==> src/rtl/lcdsw_pkg.sv <==
// lcdsw_pkg: shared types and constants for the two-line lcd scroll writer
// used by lcdsw_nibble_tx and lcd_two_line_scroll_writer_unit; no dependencies
`timescale 1ns / 1ps

package lcdsw_pkg;

    localparam logic [7:0] CMD_CLEAR    = 8'h01;
    localparam logic [7:0] CMD_LINE_ONE = 8'h80;
    localparam logic [7:0] CMD_LINE_TWO = 8'hC0;
    localparam logic [7:0] CODE_NEWLINE = 8'h0A;
    localparam logic [7:0] CODE_TAB     = 8'h09;
    localparam logic [7:0] CODE_SPACE   = 8'h20;
    // a zero character ends the message early
    localparam logic [7:0] CODE_END     = 8'h00;

    localparam logic RS_CMD  = 1'b0;
    localparam logic RS_DATA = 1'b1;

    // one byte handed from the sequencer to the nibble sender
    typedef struct packed {
        logic       rs;
        logic [7:0] data;
        logic       last;
    } t_byte_req;

    typedef enum logic [1:0] {
        ST_IDLE,
        ST_FETCH,
        ST_SEND
    } t_seq_state;

    // which byte of the sequence is on the bus
    typedef enum logic [2:0] {
        PH_CLEAR,
        PH_HOME,
        PH_LINE,
        PH_LINE2,
        PH_CHAR
    } t_phase;

endpackage

==> src/rtl/lcd_two_line_scroll_writer_unit.sv <==
// lcd_two_line_scroll_writer_unit: message sequencer for a 4-bit character lcd
// depends on lcdsw_pkg, lcdsw_line_ram and lcdsw_nibble_tx
//
// channel | dir | tdata              | tuser                    | tlast
// s       | in  | [7:0] char_code    | [0] char_valid [1] first | -
// m       | out | [3:0] nibble       | [0] reg_select           | last
//
// each byte goes out on the bus as two nibbles, high then low; a replayed
// character is first read from the line ram in ST_FETCH. a message start sends
// clear, line one, the stored previous line, line two, then its character if any.
// o_s_tready is high only while the sequencer is idle. reset is synchronous,
// active low, and empties the stored line. stalls on i_m_tready hold the nibble.
`timescale 1ns / 1ps

module lcd_two_line_scroll_writer_unit
    import lcdsw_pkg::*;
#(
    parameter int LINE_WIDTH = 16
) (
    input  logic       i_clk,
    input  logic       i_rst_n,
    input  logic       i_s_tvalid,
    output logic       o_s_tready,
    input  logic [7:0] i_s_tdata,   // [7:0] char_code
    input  logic [1:0] i_s_tuser,   // [0] char_valid, [1] first
    output logic       o_m_tvalid,
    input  logic       i_m_tready,
    output logic [7:0] o_m_tdata,   // [3:0] nibble, [7:4] zero
    output logic       o_m_tuser,   // [0] reg_select
    output logic       o_m_tlast
);

    localparam int IDX_W = $clog2(LINE_WIDTH);
    localparam int LEN_W = $clog2(LINE_WIDTH + 1);

    t_seq_state r_state, n_state;
    t_phase     r_phase, n_phase;
    logic [IDX_W-1:0] r_idx, n_idx;
    logic [LEN_W-1:0] r_prev_len, n_prev_len;
    logic [LEN_W-1:0] r_cur_len, n_cur_len;
    logic             r_stopped, n_stopped;
    logic             r_has_char, n_has_char;
    logic [7:0]       r_char, n_char;

    logic             w_load;
    t_byte_req        w_req;
    logic             w_done;
    logic             w_rd_en;
    logic [IDX_W-1:0] w_rd_addr;
    logic [7:0]       w_rd_data;
    logic             w_wr_en;
    logic [IDX_W-1:0] w_wr_addr;

    logic             w_accept;
    logic             w_start;
    logic             w_take;
    logic             w_emit;
    logic             w_halt;
    logic             w_stop_eff;
    logic [LEN_W-1:0] w_cur_eff;
    logic [LEN_W-1:0] w_idx_inc;
    logic [7:0]       w_mapped;

    assign o_s_tready = (r_state == ST_IDLE);
    assign w_accept   = i_s_tvalid && o_s_tready;

    // decode of the incoming item against the running message
    always_comb begin
        w_start    = i_s_tuser[1];
        w_stop_eff = w_start ? 1'b0 : r_stopped;
        w_cur_eff  = w_start ? '0 : r_cur_len;
        w_take     = i_s_tuser[0] && !w_stop_eff;
        w_emit     = w_take && (i_s_tdata != CODE_END) && (w_cur_eff < LEN_W'(LINE_WIDTH));
        w_halt     = w_take && !w_emit;
        w_mapped   = ((i_s_tdata == CODE_NEWLINE) || (i_s_tdata == CODE_TAB)) ?
                     CODE_SPACE : i_s_tdata;
        w_idx_inc  = LEN_W'(r_idx) + LEN_W'(1);
    end

    always_ff @(posedge i_clk) begin
        if (!i_rst_n) begin
            r_state    <= ST_IDLE;
            r_phase    <= PH_CLEAR;
            r_idx      <= '0;
            r_prev_len <= '0;
            r_cur_len  <= '0;
            r_stopped  <= 1'b0;
            r_has_char <= 1'b0;
        end else begin
            r_state    <= n_state;
            r_phase    <= n_phase;
            r_idx      <= n_idx;
            r_prev_len <= n_prev_len;
            r_cur_len  <= n_cur_len;
            r_stopped  <= n_stopped;
            r_has_char <= n_has_char;
        end
    end

    always_ff @(posedge i_clk) begin
        r_char <= n_char;
    end

    always_comb begin
        n_state    = r_state;
        n_phase    = r_phase;
        n_idx      = r_idx;
        n_prev_len = r_prev_len;
        n_cur_len  = r_cur_len;
        n_stopped  = r_stopped;
        n_has_char = r_has_char;
        n_char     = r_char;
        w_load     = 1'b0;
        w_req      = '{rs: RS_CMD, data: CMD_CLEAR, last: 1'b0};
        w_rd_en    = 1'b0;
        w_rd_addr  = r_idx;
        w_wr_en    = 1'b0;
        w_wr_addr  = '0;

        unique case (r_state)
            ST_IDLE: begin
                if (w_accept) begin
                    n_stopped  = w_stop_eff | w_halt;
                    n_cur_len  = w_emit ? (w_cur_eff + LEN_W'(1)) : w_cur_eff;
                    n_has_char = w_emit;
                    n_char     = w_mapped;
                    if (w_start) begin
                        n_prev_len = r_cur_len;
                        w_load     = 1'b1;
                        w_req      = '{rs: RS_CMD, data: CMD_CLEAR, last: 1'b0};
                        n_phase    = PH_CLEAR;
                        n_state    = ST_SEND;
                    end else if (w_emit) begin
                        w_load    = 1'b1;
                        w_req     = '{rs: RS_DATA, data: w_mapped, last: 1'b1};
                        w_wr_en   = 1'b1;
                        w_wr_addr = r_cur_len[IDX_W-1:0];
                        n_phase   = PH_CHAR;
                        n_state   = ST_SEND;
                    end
                end
            end
            ST_FETCH: begin
                w_load  = 1'b1;
                w_req   = '{rs: RS_DATA, data: w_rd_data, last: 1'b0};
                n_state = ST_SEND;
            end
            ST_SEND: begin
                if (w_done) begin
                    unique case (r_phase)
                        PH_CLEAR: begin
                            w_load  = 1'b1;
                            w_req   = '{rs: RS_CMD, data: CMD_LINE_ONE, last: 1'b0};
                            n_phase = PH_HOME;
                        end
                        PH_HOME: begin
                            if (r_prev_len != '0) begin
                                n_idx     = '0;
                                w_rd_en   = 1'b1;
                                w_rd_addr = '0;
                                n_phase   = PH_LINE;
                                n_state   = ST_FETCH;
                            end else begin
                                w_load  = 1'b1;
                                w_req   = '{rs: RS_CMD, data: CMD_LINE_TWO,
                                            last: !r_has_char};
                                n_phase = PH_LINE2;
                            end
                        end
                        PH_LINE: begin
                            if (w_idx_inc < r_prev_len) begin
                                n_idx     = w_idx_inc[IDX_W-1:0];
                                w_rd_en   = 1'b1;
                                w_rd_addr = w_idx_inc[IDX_W-1:0];
                                n_state   = ST_FETCH;
                            end else begin
                                w_load  = 1'b1;
                                w_req   = '{rs: RS_CMD, data: CMD_LINE_TWO,
                                            last: !r_has_char};
                                n_phase = PH_LINE2;
                            end
                        end
                        PH_LINE2: begin
                            if (r_has_char) begin
                                // replay is done, so slot zero may now be overwritten
                                w_load    = 1'b1;
                                w_req     = '{rs: RS_DATA, data: r_char, last: 1'b1};
                                w_wr_en   = 1'b1;
                                w_wr_addr = '0;
                                n_phase   = PH_CHAR;
                            end else begin
                                n_state = ST_IDLE;
                            end
                        end
                        PH_CHAR: begin
                            n_state = ST_IDLE;
                        end
                        default: begin
                            n_state = ST_IDLE;
                        end
                    endcase
                end
            end
            default: begin
                n_state = ST_IDLE;
            end
        endcase
    end

    lcdsw_line_ram #(
        .LINE_WIDTH(LINE_WIDTH)
    ) u_line_ram (
        .i_clk    (i_clk),
        .i_wr_en  (w_wr_en),
        .i_wr_addr(w_wr_addr),
        .i_wr_data(n_char),
        .i_rd_en  (w_rd_en),
        .i_rd_addr(w_rd_addr),
        .o_rd_data(w_rd_data)
    );

    lcdsw_nibble_tx u_nibble_tx (
        .i_clk     (i_clk),
        .i_rst_n   (i_rst_n),
        .i_load    (w_load),
        .i_req     (w_req),
        .o_done    (w_done),
        .o_m_tvalid(o_m_tvalid),
        .i_m_tready(i_m_tready),
        .o_m_tdata (o_m_tdata),
        .o_m_tuser (o_m_tuser),
        .o_m_tlast (o_m_tlast)
    );

endmodule

==> src/rtl/lcdsw_line_ram.sv <==
// lcdsw_line_ram: single-port-write, registered-read store for the previous line
// depends on nothing but its LINE_WIDTH parameter
`timescale 1ns / 1ps

module lcdsw_line_ram #(
    parameter int LINE_WIDTH = 16
) (
    input  logic                          i_clk,
    input  logic                          i_wr_en,
    input  logic [$clog2(LINE_WIDTH)-1:0] i_wr_addr,
    input  logic [7:0]                    i_wr_data,
    input  logic                          i_rd_en,
    input  logic [$clog2(LINE_WIDTH)-1:0] i_rd_addr,
    output logic [7:0]                    o_rd_data
);

    logic [7:0] r_mem [LINE_WIDTH];
    logic [7:0] r_rd_data;

    always_ff @(posedge i_clk) begin
        if (i_wr_en) begin
            r_mem[i_wr_addr] <= i_wr_data;
        end
    end

    always_ff @(posedge i_clk) begin
        if (i_rd_en) begin
            r_rd_data <= r_mem[i_rd_addr];
        end
    end

    assign o_rd_data = r_rd_data;

endmodule

==> src/rtl/lcdsw_nibble_tx.sv <==
// lcdsw_nibble_tx: shared byte-to-nibble sender, high nibble then low nibble
// depends on lcdsw_pkg (t_byte_req)
`timescale 1ns / 1ps

module lcdsw_nibble_tx
    import lcdsw_pkg::*;
(
    input  logic      i_clk,
    input  logic      i_rst_n,
    input  logic      i_load,
    input  t_byte_req i_req,
    output logic      o_done,
    output logic      o_m_tvalid,
    input  logic      i_m_tready,
    output logic [7:0] o_m_tdata,   // [3:0] nibble, [7:4] zero
    output logic      o_m_tuser,    // [0] reg_select
    output logic      o_m_tlast
);

    logic      r_valid;
    logic      r_half;
    t_byte_req r_req;
    logic      w_take;

    assign w_take = r_valid && i_m_tready;

    always_ff @(posedge i_clk) begin
        if (!i_rst_n) begin
            r_valid <= 1'b0;
            r_half  <= 1'b0;
        end else if (i_load) begin
            r_valid <= 1'b1;
            r_half  <= 1'b0;
        end else if (w_take) begin
            r_half <= ~r_half;
            if (r_half) begin
                r_valid <= 1'b0;
            end
        end
    end

    always_ff @(posedge i_clk) begin
        if (i_load) begin
            r_req <= i_req;
        end
    end

    assign o_done     = w_take && r_half;
    assign o_m_tvalid = r_valid;
    assign o_m_tdata  = {4'b0000, (r_half ? r_req.data[3:0] : r_req.data[7:4])};
    assign o_m_tuser  = r_req.rs;
    // only the low nibble of the final byte closes the request
    assign o_m_tlast  = r_req.last && r_half;

endmodule

==> config.mk <==
export PLATFORM = sky130hd
export DESIGN_NAME = lcd_two_line_scroll_writer_unit
export DESIGN_NICKNAME = d
export VERILOG_FILES = /design/src/rtl/lcdsw_pkg.sv /design/src/rtl/lcd_two_line_scroll_writer_unit.sv /design/src/rtl/lcdsw_line_ram.sv /design/src/rtl/lcdsw_nibble_tx.sv
export SDC_FILE = /design/constraint.sdc
export NUM_CORES = 1
export LEC_CHECK = 0
export ABC_AREA = 1
export BUFFER_PORTS_ARGS = -buffer_cell sky130_fd_sc_hd__buf_2
export CAP_MARGIN = 40
export CORE_UTILIZATION = 52
export CTS_CLUSTER_SIZE = 12
export DETAILED_ROUTE_END_ITERATION = 7
export MAX_ROUTING_LAYER = met4
export PLACE_DENSITY = 0.71
export SYNTH_ARGS = -nofsm -noshare
export SYNTH_HDL_FRONTEND = slang
export SYNTH_SLANG_ARGS = --single-unit
==> constraint.sdc <==
create_clock -name i_clk -period 3.15 [get_ports i_clk]
set_input_delay 0 -clock i_clk [delete_from_list [all_inputs] [get_ports i_clk]]
set_output_delay 0 -clock i_clk [all_outputs]
set_load 0.03 [all_outputs]
==> flow_summary.toml, run 1 <==
[worst_setup_path]
required_ns = 3.34
crit_type = "register to register"
arrival_ns = 3.11
r2r_cells = 15
crit_fanout = 31
cp_cell_sequence = "ha_1, nand2_1, nor2_1, ha_1, a21oi_1, nand2_1, nor2_1, nand4_4, buf_4, nand3_1, nand2_1, nand2_1, nand3_1, nand3_1, nand2_1"
worst_path_largest_cell_delay_ns = 0.39
endpoint_kind = "register"
crit_top_cell = "nand2_1"
slowest_stage = "dfxtp_2"
worstSetupStartpointType = "register"

[clock_tree]
insertion_delay_ns = 0.44
numCtsBuffers = 17
clk_pin_slew_ns = 0.07
cts_tree = "built"
clock_path_buffers = 2
clkSinkCount = 177
htreeDepth = 4
ctsRootBufferMaster = "clkbuf_16"

[route]
vias = 6031
wl_per_cell_um = 18.09
wirelength_um = 19990
drtPass1Iterations = 6
first_iter_violations = 781
drc = 0
vias_per_cell = 5.458
ant_nets = 0

[die]
std_cell_rows = 45
coreArea_mm2 = 0.01531
initial_utilization_pct = 53.80
boundaryPins = 26
dieArea_mm2 = 0.01635
chipWidth_um = 127.9
die_height_um = 127.9

[sta]
finalClockSkew_ns = 0.01525
worst_slew_pin_slew_ns = 0.7545
finalHoldViolCount = 0
setup_ws_ns = 0.2313
min_period_ns = 2.919
slew_viol_final = 0
rsz0062_at_grt = "false"
fmax_ghz = 0.3426
finalCritPeriodShare_pct = 92.66
slew_headroom_pct = 49.58
setup_viol = 0
whs_ns = 0.03383

[grt]
grt_pass1_vias = 5716
grt_max_degree = 66
grt_use_total_pct = 26.25
grt_pass1_wl_um = 30620
antenna_found_initial = 0
overflow = 0

[run]
max_cap_viol_count = 0

[cells_and_area]
finalInstanceArea_mm2 = 0.009354
final_nets = 901
diodes = 0
fin_util_pct = 61.08
area_growth_syn_to_layout_pct = 13.53
n_fill_cell = 1281
drive_above_1_share_pct = 13.20

[power_and_ir_drop]
p_sw_mw = 1.177
sequentialPowerShare_pct = 52.3
netSwitchingFraction_pct = 23.28
p_int_mw = 3.881
peakVddDrop_uv = 518.9
power.total_mw = 5.058
power_density_mw_per_mm2 = 540.7
p_leak_nw = 3.735
share_comb_of_total_power_pct = 6.4
pwr-share-clk_pct = 41.3

[placement]
portBuffers = 21
gp_congestion = 0.8873
dp_hpwl_um = 12740
dpl_cell_area_mm2 = 0.008582
place_worst_setup_slack_ns = -0.02022

[worst_hold_path]
hold_path.class = "primary input to register"
hold_depth = 3

[synth]
synth.distinct_cells = 39
ys_seq_area_share_pct = 60.74
ys_ff_latch = 177
synth_cells = 833
synth_area_mm2 = 0.008239
yosysWarnings = 0
syn_area_per_cell_um2 = 9.891

[outcome]
outcome = "finished, final reports clean"
## worst max-delay path: cells and delay by family (launching register included)
family / cells / cell delay (ns)
buffers and inverters: 1 / 0.30
and+or+nand+nor: 11 / 1.23
adders and majority gates: 2 / 0.49
AOI/OAI and AO/OA: 1 / 0.25
DFF: 1 / 0.39
## final cells by class
class | instances | area (µm²) | share of cell area (%)
flip-flops and latches | 177 | 5006 | 53.52
multi-input cells | 504 | 2552 | 27.29
repair buffers | 62 | 494.2 | 5.284
inverters | 119 | 455.4 | 4.869
clock buffers | 17 | 425.4 | 4.548
well taps | 211 | 264.0 | 2.822
clock inverters | 15 | 156.4 | 1.672
## cells in the mapped netlist
cell	count	area (µm²)
a211oi_1	2	15.01
a21oi_1	20	100.1
a22oi_1	2	15.01
a31oi_1	2	12.51
a32oi_1	1	8.760
buf_12	1	20.02
buf_2	10	50.05
buf_4	11	82.58
buf_6	11	123.9
clkbuf_1	4	15.01
clkinv_1	2	7.510
clkinv_2	1	5.000
conb_1	1	3.750
dfxtp_1	31	620.6
edfxtp_1	146	4384
ha_1	6	75.07
inv_1	108	405.4
inv_2	8	30.03
nand2_1	193	724.4
nand2_2	2	12.51
nand2_4	3	33.78
nand3_1	140	700.7
nand3_4	1	17.52
nand3b_1	33	247.7
nand4_1	1	6.260
nand4_4	1	21.27
nor2_1	44	165.2
nor2_2	3	18.77
nor2_4	4	45.04
nor3_1	3	15.01
o2111ai_1	2	17.52
o211ai_1	4	30.03
o21ai_0	22	110.1
o21ai_2	2	17.52
o21ai_4	2	32.53
o221ai_1	1	8.760
o31ai_1	1	7.510
or2_2	1	6.260
xor2_1	3	26.28
## path summary, 6_finish.rpt
| check | start | endpoint | slack, ns |
|---|---|---|---|
| min | i_s_tdata[6] | u_line_ram.r_mem[2][6] | 0.03 |
| min reg2reg | r_stopped | r_stopped | 0.47 |
| max | r_idx[0] | u_line_ram.o_rd_data[2] | 0.23 |
| max reg2reg | r_idx[0] | u_line_ram.o_rd_data[2] | 0.23 |
## power groups by stage
stage          clock network (mW)  logic [mW]  registers [mW]
2_1_floorplan                   0       0.172            2.70
3_3_place_gp                    0       0.301            2.70
3_5_place_dp                    0       0.313            2.70
4_1_cts                      2.12       0.322            2.65
5_1_grt                      2.21       0.350            2.65
6_report                     2.09       0.322            2.65
## routing by layer
layer	track usage [%]	vias to the layer above	wire [µm]
li1	-	2885	-
met1	33.80	2898	8657
met2	42.68	218	9780
met3	5.426	30	1256
met4	6.505	0	294
met5	-	-	0
## layout by cell type (no fill, tap or decap), types with 2 or more instances in the layout
master	n
a211oi_1	2
a21oi_1	20
a22oi_1	2
a31oi_1	2
buf_2	21
buf_4	28
bufinv_16	2
clkbuf_16	18
clkinv_1	5
clkinv_4	2
clkinvlp_4	4
conb_1	4
dfxtp_1	30
dlygate4sd3_1	8
edfxtp_1	146
ha_1	6
inv_1	108
inv_2	7
inv_6	3
inv_8	2
nand2_1	192
nand2_2	2
nand2_4	4
nand3_1	139
nand3b_1	33
nor2_1	43
nor2_2	4
nor2_4	4
nor3_1	3
o2111ai_1	2
o211ai_1	4
o21ai_0	15
o21ai_1	6
o21ai_2	3
o21ai_4	2
xor2_1	2
## cell families (layout without fill, tap and decap cells)
kind of cell | Yosys count | after routing | synth area share, %
xor+xnor | 3 | 3 | 0.3190
other cells | 1 | 4 | 0.04551
compound gates | 61 | 61 | 4.556
simple gates | 429 | 430 | 24.45
buf+inv | 156 | 213 | 8.975
flops | 177 | 177 | 60.74
fa+ha+maj | 6 | 6 | 0.9111
## flip-flops by register name, indices dropped and copies added (netlist names)
| signal | count |
|---|---|
| r_phase | 3 |
| r_has_char | 1 |
| r_state | 2 |
| u_line_ram.o_rd_data | 8 |
| u_nibble_tx.r_req | 9 |
| u_line_ram.r_mem | 128 |
| r_stopped | 1 |
| r_prev_len | 5 |
| r_char | 8 |
| u_nibble_tx.o_m_tuser | 1 |
| u_nibble_tx.r_half | 1 |
| r_cur_len | 5 |
| r_idx | 4 |
| u_nibble_tx.o_m_tvalid | 1 |
## per-stage QoR
| step | instances | TNS [ns] |
|---|---|---|
| 2_1_floorplan | 836 | 0 |
| 3_3_place_gp | 1059 | 0 |
| 3_5_place_dp | 1060 | -0.02309 |
| 4_1_cts | 1100 | 0 |
| 5_1_grt | 1105 | 0 |
| 6_report | 1105 | 0 |
## what timing repair did
action / in CTS / in global routing
hold buffers: 8 / 0
pin swaps: 0 / 3
buffers inserted: 0 / 3
hold endpoints to repair: 15 / 0
cloned: 0 / 2
resized for setup: 1 / 11
setup endpoints to repair: 7 / 8
Power figures use the tool's default switching activity.
==> run 2: changes to the inputs <==
==> constraint.sdc (replaced) <==
create_clock -name i_clk -period 2.85 [get_ports i_clk]
set_input_delay 0 -clock i_clk [delete_from_list [all_inputs] [get_ports i_clk]]
set_output_delay 0 -clock i_clk [all_outputs]
set_load 0.03 [all_outputs]
==> run 2 against run 1 <==
  * Clock power grew 20%
  * Highest routed layer unchanged
  * Critical path depth rose by 2
  * Critical endpoint is now u_line_ram.o_rd_data[1]
  * Combinational power is 7.1% higher
==> flow_summary.toml, run 2 (synthesis results as in run 1) <==
[grt]
grt_pass1_wl_um = 30680
grt_max_degree = 66
grt_pass1_vias = 5768
grt_util_met1_pct = 32.74
antenna_found_initial = 0
overflow = 0
grtUsageMet3_pct = 6.219
grt_use_total_pct = 26.17
grt_util_met2_pct = 40.54
grt-busiest-layer = "met2"

[sta]
finalClockSkew_ns = 0.01842
finalHoldViolCount = 0
setup_ws_ns = 0.1747
worst_slew_pin_slew_ns = 0.6699
fmax_ghz = 0.3738
slew_viol_final = 0
min_period_ns = 2.675
slew_headroom_pct = 55.23
setup_viol = 0
finalCritPeriodShare_pct = 93.87

[route]
ant_nets = 0
drc = 0
wirelength_um = 19950
vias = 6011
drtPass1Iterations = 8
vias_per_cell = 5.357
wl_per_cell_um = 17.78
first_iter_violations = 577

[cells_and_area]
regMostFlops = "u_line_ram.r_mem"
largest_register_ff_count = 128
finalInstanceArea_mm2 = 0.009661
drive_above_1_share_pct = 15.81
final_common_cell = "nand2_1"
final-seq-area_mm2 = 0.005007
n_fill_cell = 1261
diodes = 0
area_growth_syn_to_layout_pct = 17.25
final_nets = 919
mostFrequentLayoutCells = "nand2_1 (192), edfxtp_1 (146), nand3_1 (135)"
top_regs = "u_line_ram.r_mem x128, u_nibble_tx.r_req x9"
multiInputGateArea_mm2 = 0.002590

[power_and_ir_drop]
p_leak_nw = 3.908
power_density_mw_per_mm2 = 597.3
peakVddDrop_uv = 423.8

[die]
std_cell_rows = 45
boundaryPins = 26
die_height_um = 127.9
initial_utilization_pct = 53.80
coreArea_mm2 = 0.01531
dieArea_mm2 = 0.01635
chipWidth_um = 127.9

[clock_tree]
clock_path_buffers = 2
clk_pin_slew_ns = 0.07
numCtsBuffers = 17
cts_tree = "built"
insertion_delay_ns = 0.44
htreeDepth = 4
ctsRootBufferMaster = "clkbuf_16"
clkSinkCount = 177

[worst_setup_path]
endpoint_kind = "register"
crit_fanout = 7
required_ns = 3.04
arrival_ns = 2.87
crit_type = "register to register"
worstSetupStartpointType = "register"

[outcome]
outcome = "finished, final reports clean"

[placement]
place_worst_setup_slack_ns = -0.01109
portBuffers = 21
dpl_cell_area_mm2 = 0.008723
dp_hpwl_um = 12870
gp_congestion = 0.9371

[run]
max_cap_viol_count = 0

[worst_hold_path]
hold_path.class = "primary input to register"
## run 2: cell types whose count changed in the layout (fill, tap and decap cells not counted), sizes merged
cell / before / now
clkinvlp: 4 / 0
clkbuf: 18 / 21
inv: 120 / 122
bufinv: 2 / 4
buf: 53 / 69
clkinv: 8 / 6
## run 2: path summary, 6_finish.rpt
kind                 from                 endpoint  slack (ns)  depth (start not counted)
max              r_idx[0]  u_line_ram.o_rd_data[1]        0.17                         17
min          i_s_tdata[5]     u_nibble_tx.r_req[6]        0.01                          3
max reg2reg      r_idx[0]  u_line_ram.o_rd_data[1]        0.17                         17
min reg2reg     r_stopped                r_stopped        0.48                          2
## run 2: cell type report
type                       count  share of cell area, %
multi-input combinational    504                  26.81
clock inverter                13                  2.098
tap                          211                  2.733
sequential                   177                  51.83
clock buffer                  18                  4.442
timing repair buffer          80                  7.447
inverter                     119                  4.637
## run 2: routing by layer
metal	vias up	share of wire (%)	wire length, µm
met5	-	0	0
met4	0	3.2	629
met3	39	6.5	1289
met2	203	47	9367
met1	2852	43	8660
li1	2917	-	-
## run 2: metrics by stage
step	cells	utilization [%]	total power [mW]	hold WS, ns	setup TNS [ns]
6_report	1122	63.08	5.770	0.01333	0
5_1_grt	1122	63.08	5.937	0.03490	-0.01705
4_1_cts	1110	61.72	5.801	0.008252	0
3_5_place_dp	1071	56.96	3.317	0.2963	-0.01140
3_3_place_gp	1070	56.89	3.306	0.2860	0
2_1_floorplan	836	-	3.172	0.1500	0
## run 2: critical path: stages (launching register included)
cell and delay [ns]:
dfxtp_2 0.35, ha_2 0.18, xor2_1 0.21, ha_1 0.28, nand2_1 0.07, nand2_1 0.05
nand2_1 0.08, nand2_1 0.07, nor2_2 0.13, nand4_4 0.18, nand2_8 0.20, buf_4 0.14
buf_4 0.11, nand2_1 0.05, nand3_1 0.09, nand3_1 0.11, nand3_1 0.09, nand2_1 0.06
## run 2: repair_timing
action / 4_1_cts / 5_1_grt
hold endpoints to repair: 15 / 0
pin swaps: 1 / 3
endpoints found under the setup margin: 4 / 8
setup buffers: 0 / 8
resized for setup: 2 / 15
gates cloned: 0 / 4
hold buffers: 8 / 0
## run 2: where the power goes
group / leakage, nW / internal, mW / total, mW / switching (mW)
logic: 2.01 / 0.0928 / 0.345 / 0.252
registers: 1.58 / 2.90 / 2.93 / 0.0239
clock network: 0.310 / 1.49 / 2.50 / 1.01
total: 3.91 / 4.48 / 5.77 / 1.29
==> run 3: changes to the inputs <==
--- a/config.mk
+++ b/config.mk
@@ -11,8 +11,9 @@
 export CORE_UTILIZATION = 52
 export CTS_CLUSTER_SIZE = 12
 export DETAILED_ROUTE_END_ITERATION = 7
+export HOLD_SLACK_MARGIN = 0.1
 export MAX_ROUTING_LAYER = met4
-export PLACE_DENSITY = 0.71
+export PLACE_DENSITY = 0.69
 export SYNTH_ARGS = -nofsm -noshare
 export SYNTH_HDL_FRONTEND = slang
 export SYNTH_SLANG_ARGS = --single-unit
==> run 3 against run 2 <==
  * Critical path depth did not move
  * Die area stayed put
  * Critical path type unchanged
  * Sequential power barely moved
  * Largest cell class unchanged
==> flow_summary.toml, run 3 (synthesis results as in run 1) <==
[outcome]
outcome = "finished, final reports clean"

[cells_and_area]
final_common_cell = "nand2_1"
stdcell_count = 1121
final_nets = 917
diodes = 0
largest_register_ff_count = 128
n_fill_cell = 1243
regMostFlops = "u_line_ram.r_mem"
mostFrequentLayoutCells = "nand2_1 (191), edfxtp_1 (146), nand3_1 (135)"
fin_util_pct = 63.04
finalInstanceArea_mm2 = 0.009654
drive_above_1_share_pct = 16.15
area_growth_syn_to_layout_pct = 17.18
top_regs = "u_line_ram.r_mem x128, u_nibble_tx.r_req x9"

[worst_setup_path]
r2r_cells = 17
worstSetupStartpointType = "register"
cp_cell_sequence = "ha_2, xor2_1, ha_1, nand2_1, nor2_1, nand2_1, nand3_4, nand2_4, nand2_4, nand2_8, nand2_8, clkbuf_16, nand2_1, nand3_1, nand3_1, nand3_1, nand2_1"
worst_path_largest_cell_delay_ns = 0.36
path_depth = 17
crit_type = "register to register"
endpoint_kind = "register"
reg2reg_slack_ns = 0.09
crit_buf_inv = 1
reg2reg_from = "r_idx[0]"
r2r_end = "u_line_ram.o_rd_data[0]"
path_delay_family = "simple AND/OR/NAND/NOR gates"
required_ns = 3.04
crit_top_cell = "nand2_1"
crit_fanout = 12
slowest_stage = "dfxtp_4"
arrival_ns = 2.96

[clock_tree]
ctsRootBufferMaster = "clkbuf_16"
clkSinkCount = 177
htreeDepth = 4
cts_tree = "built"
insertion_delay_ns = 0.44
clk_pin_slew_ns = 0.07
numCtsBuffers = 17
clock_path_buffers = 2

[sta]
setup_viol = 0
whs_ns = 0.1195
worst_slew_pin_slew_ns = 0.7977
finalClockSkew_ns = 0.008795
slew_viol_final = 0
finalHoldViolCount = 0
slew_headroom_pct = 46.69
min_period_ns = 2.763
finalCritPeriodShare_pct = 96.95
fmax_ghz = 0.3619
setup_ws_ns = 0.08692

[placement]
dp_hpwl_um = 13620
gp_congestion = 0.9617
dp.cells = 1070
place_worst_setup_slack_ns = 0.06033
dpl_cell_area_mm2 = 0.008717
portBuffers = 21

[power_and_ir_drop]
power_density_mw_per_mm2 = 584.8
p_int_mw = 4.256
p_sw_mw = 1.390
pwr-share-clk_pct = 41.2
netSwitchingFraction_pct = 24.62
p_leak_nw = 3.872
share_comb_of_total_power_pct = 7.0
peakVddDrop_uv = 414.3
sequentialPowerShare_pct = 51.8

[die]
boundaryPins = 26
std_cell_rows = 45
die_height_um = 127.9
chipWidth_um = 127.9
initial_utilization_pct = 53.80
coreArea_mm2 = 0.01531
dieArea_mm2 = 0.01635

[run]
max_cap_viol_count = 0

[worst_hold_path]
min_from = "i_s_tdata[1]"
hold_path_end = "u_nibble_tx.r_req[2]"
hold_depth = 3
hold_path.class = "primary input to register"

[route]
wirelength_um = 20870
first_iter_violations = 626
vias = 6181
drtPass1Iterations = 5
ant_nets = 0
drc = 0
vias_per_cell = 5.514
wl_per_cell_um = 18.62

[grt]
antenna_found_initial = 0
grt_pass1_vias = 5835
grt_pass1_wl_um = 31670
grt_max_degree = 50
grt_use_total_pct = 27.00
overflow = 0
run 3: timing repair:
action / 4_1_cts / 5_1_grt
endpoints found under the hold margin: 22 / 0
setup endpoints to repair: 0 / 9
buffers inserted: 0 / 1
resized for setup: 0 / 24
hold buffers: 13 / 0
run 3: layout make-up:
| type | count | area (µm²) | area share, % |
|---|---|---|---|
| multi-input combinational | 503 | 2614 | 27.07 |
| tap | 211 | 264.0 | 2.735 |
| timing repair buffer | 79 | 729.5 | 7.556 |
| sequential | 177 | 5010 | 51.89 |
| clock buffer | 17 | 425.4 | 4.406 |
| inverter | 119 | 447.9 | 4.640 |
| clock inverter | 15 | 163.9 | 1.698 |
run 3: worst max path at each step:
stage                         from                      end  slack, ns
after floorplan           r_idx[0]  u_line_ram.o_rd_data[0]       0.34
final                     r_idx[0]  u_line_ram.o_rd_data[0]       0.09
after global placement    r_idx[0]  u_line_ram.o_rd_data[2]       0.11
after CTS                 r_idx[0]  u_line_ram.o_rd_data[2]       0.04
after global routing      r_idx[0]  u_line_ram.o_rd_data[0]      -0.05
after detailed placement  r_idx[0]  u_line_ram.o_rd_data[2]       0.06
run 3: metal layers:
layer	part of all wire [%]	global-route usage, %	vias up
met5	0	-	-
met4	4.4	13.98	0
met3	7.3	5.259	54
met2	46	39.87	315
met1	42	35.57	2901
li1	-	-	2911
run 3: per-stage QoR:
stage | total power, mW | TNS [ns]
after floorplan | 3.172 | 0
after global placement | 3.327 | 0
after detailed placement | 3.348 | 0
after CTS | 5.665 | 0
after global routing | 5.817 | -0.3157
final | 5.646 | 0
run 3: worst min-delay path: cells and delay by family:
kind	cells	cell delay, ns
buffers and inverters	1	0.11
and+or+nand+nor	1	0.12
AOI/OAI and AO/OA	1	0.14
run 3: power groups by stage:
stage               Combinational, mW  Clock [mW]  Sequential (mW)
finish                          0.395        2.32             2.93
global route                    0.428        2.46             2.93
CTS                             0.379        2.36             2.93
detailed placement              0.365           0             2.98
global placement                0.344           0             2.98
floorplan                       0.190           0             2.98
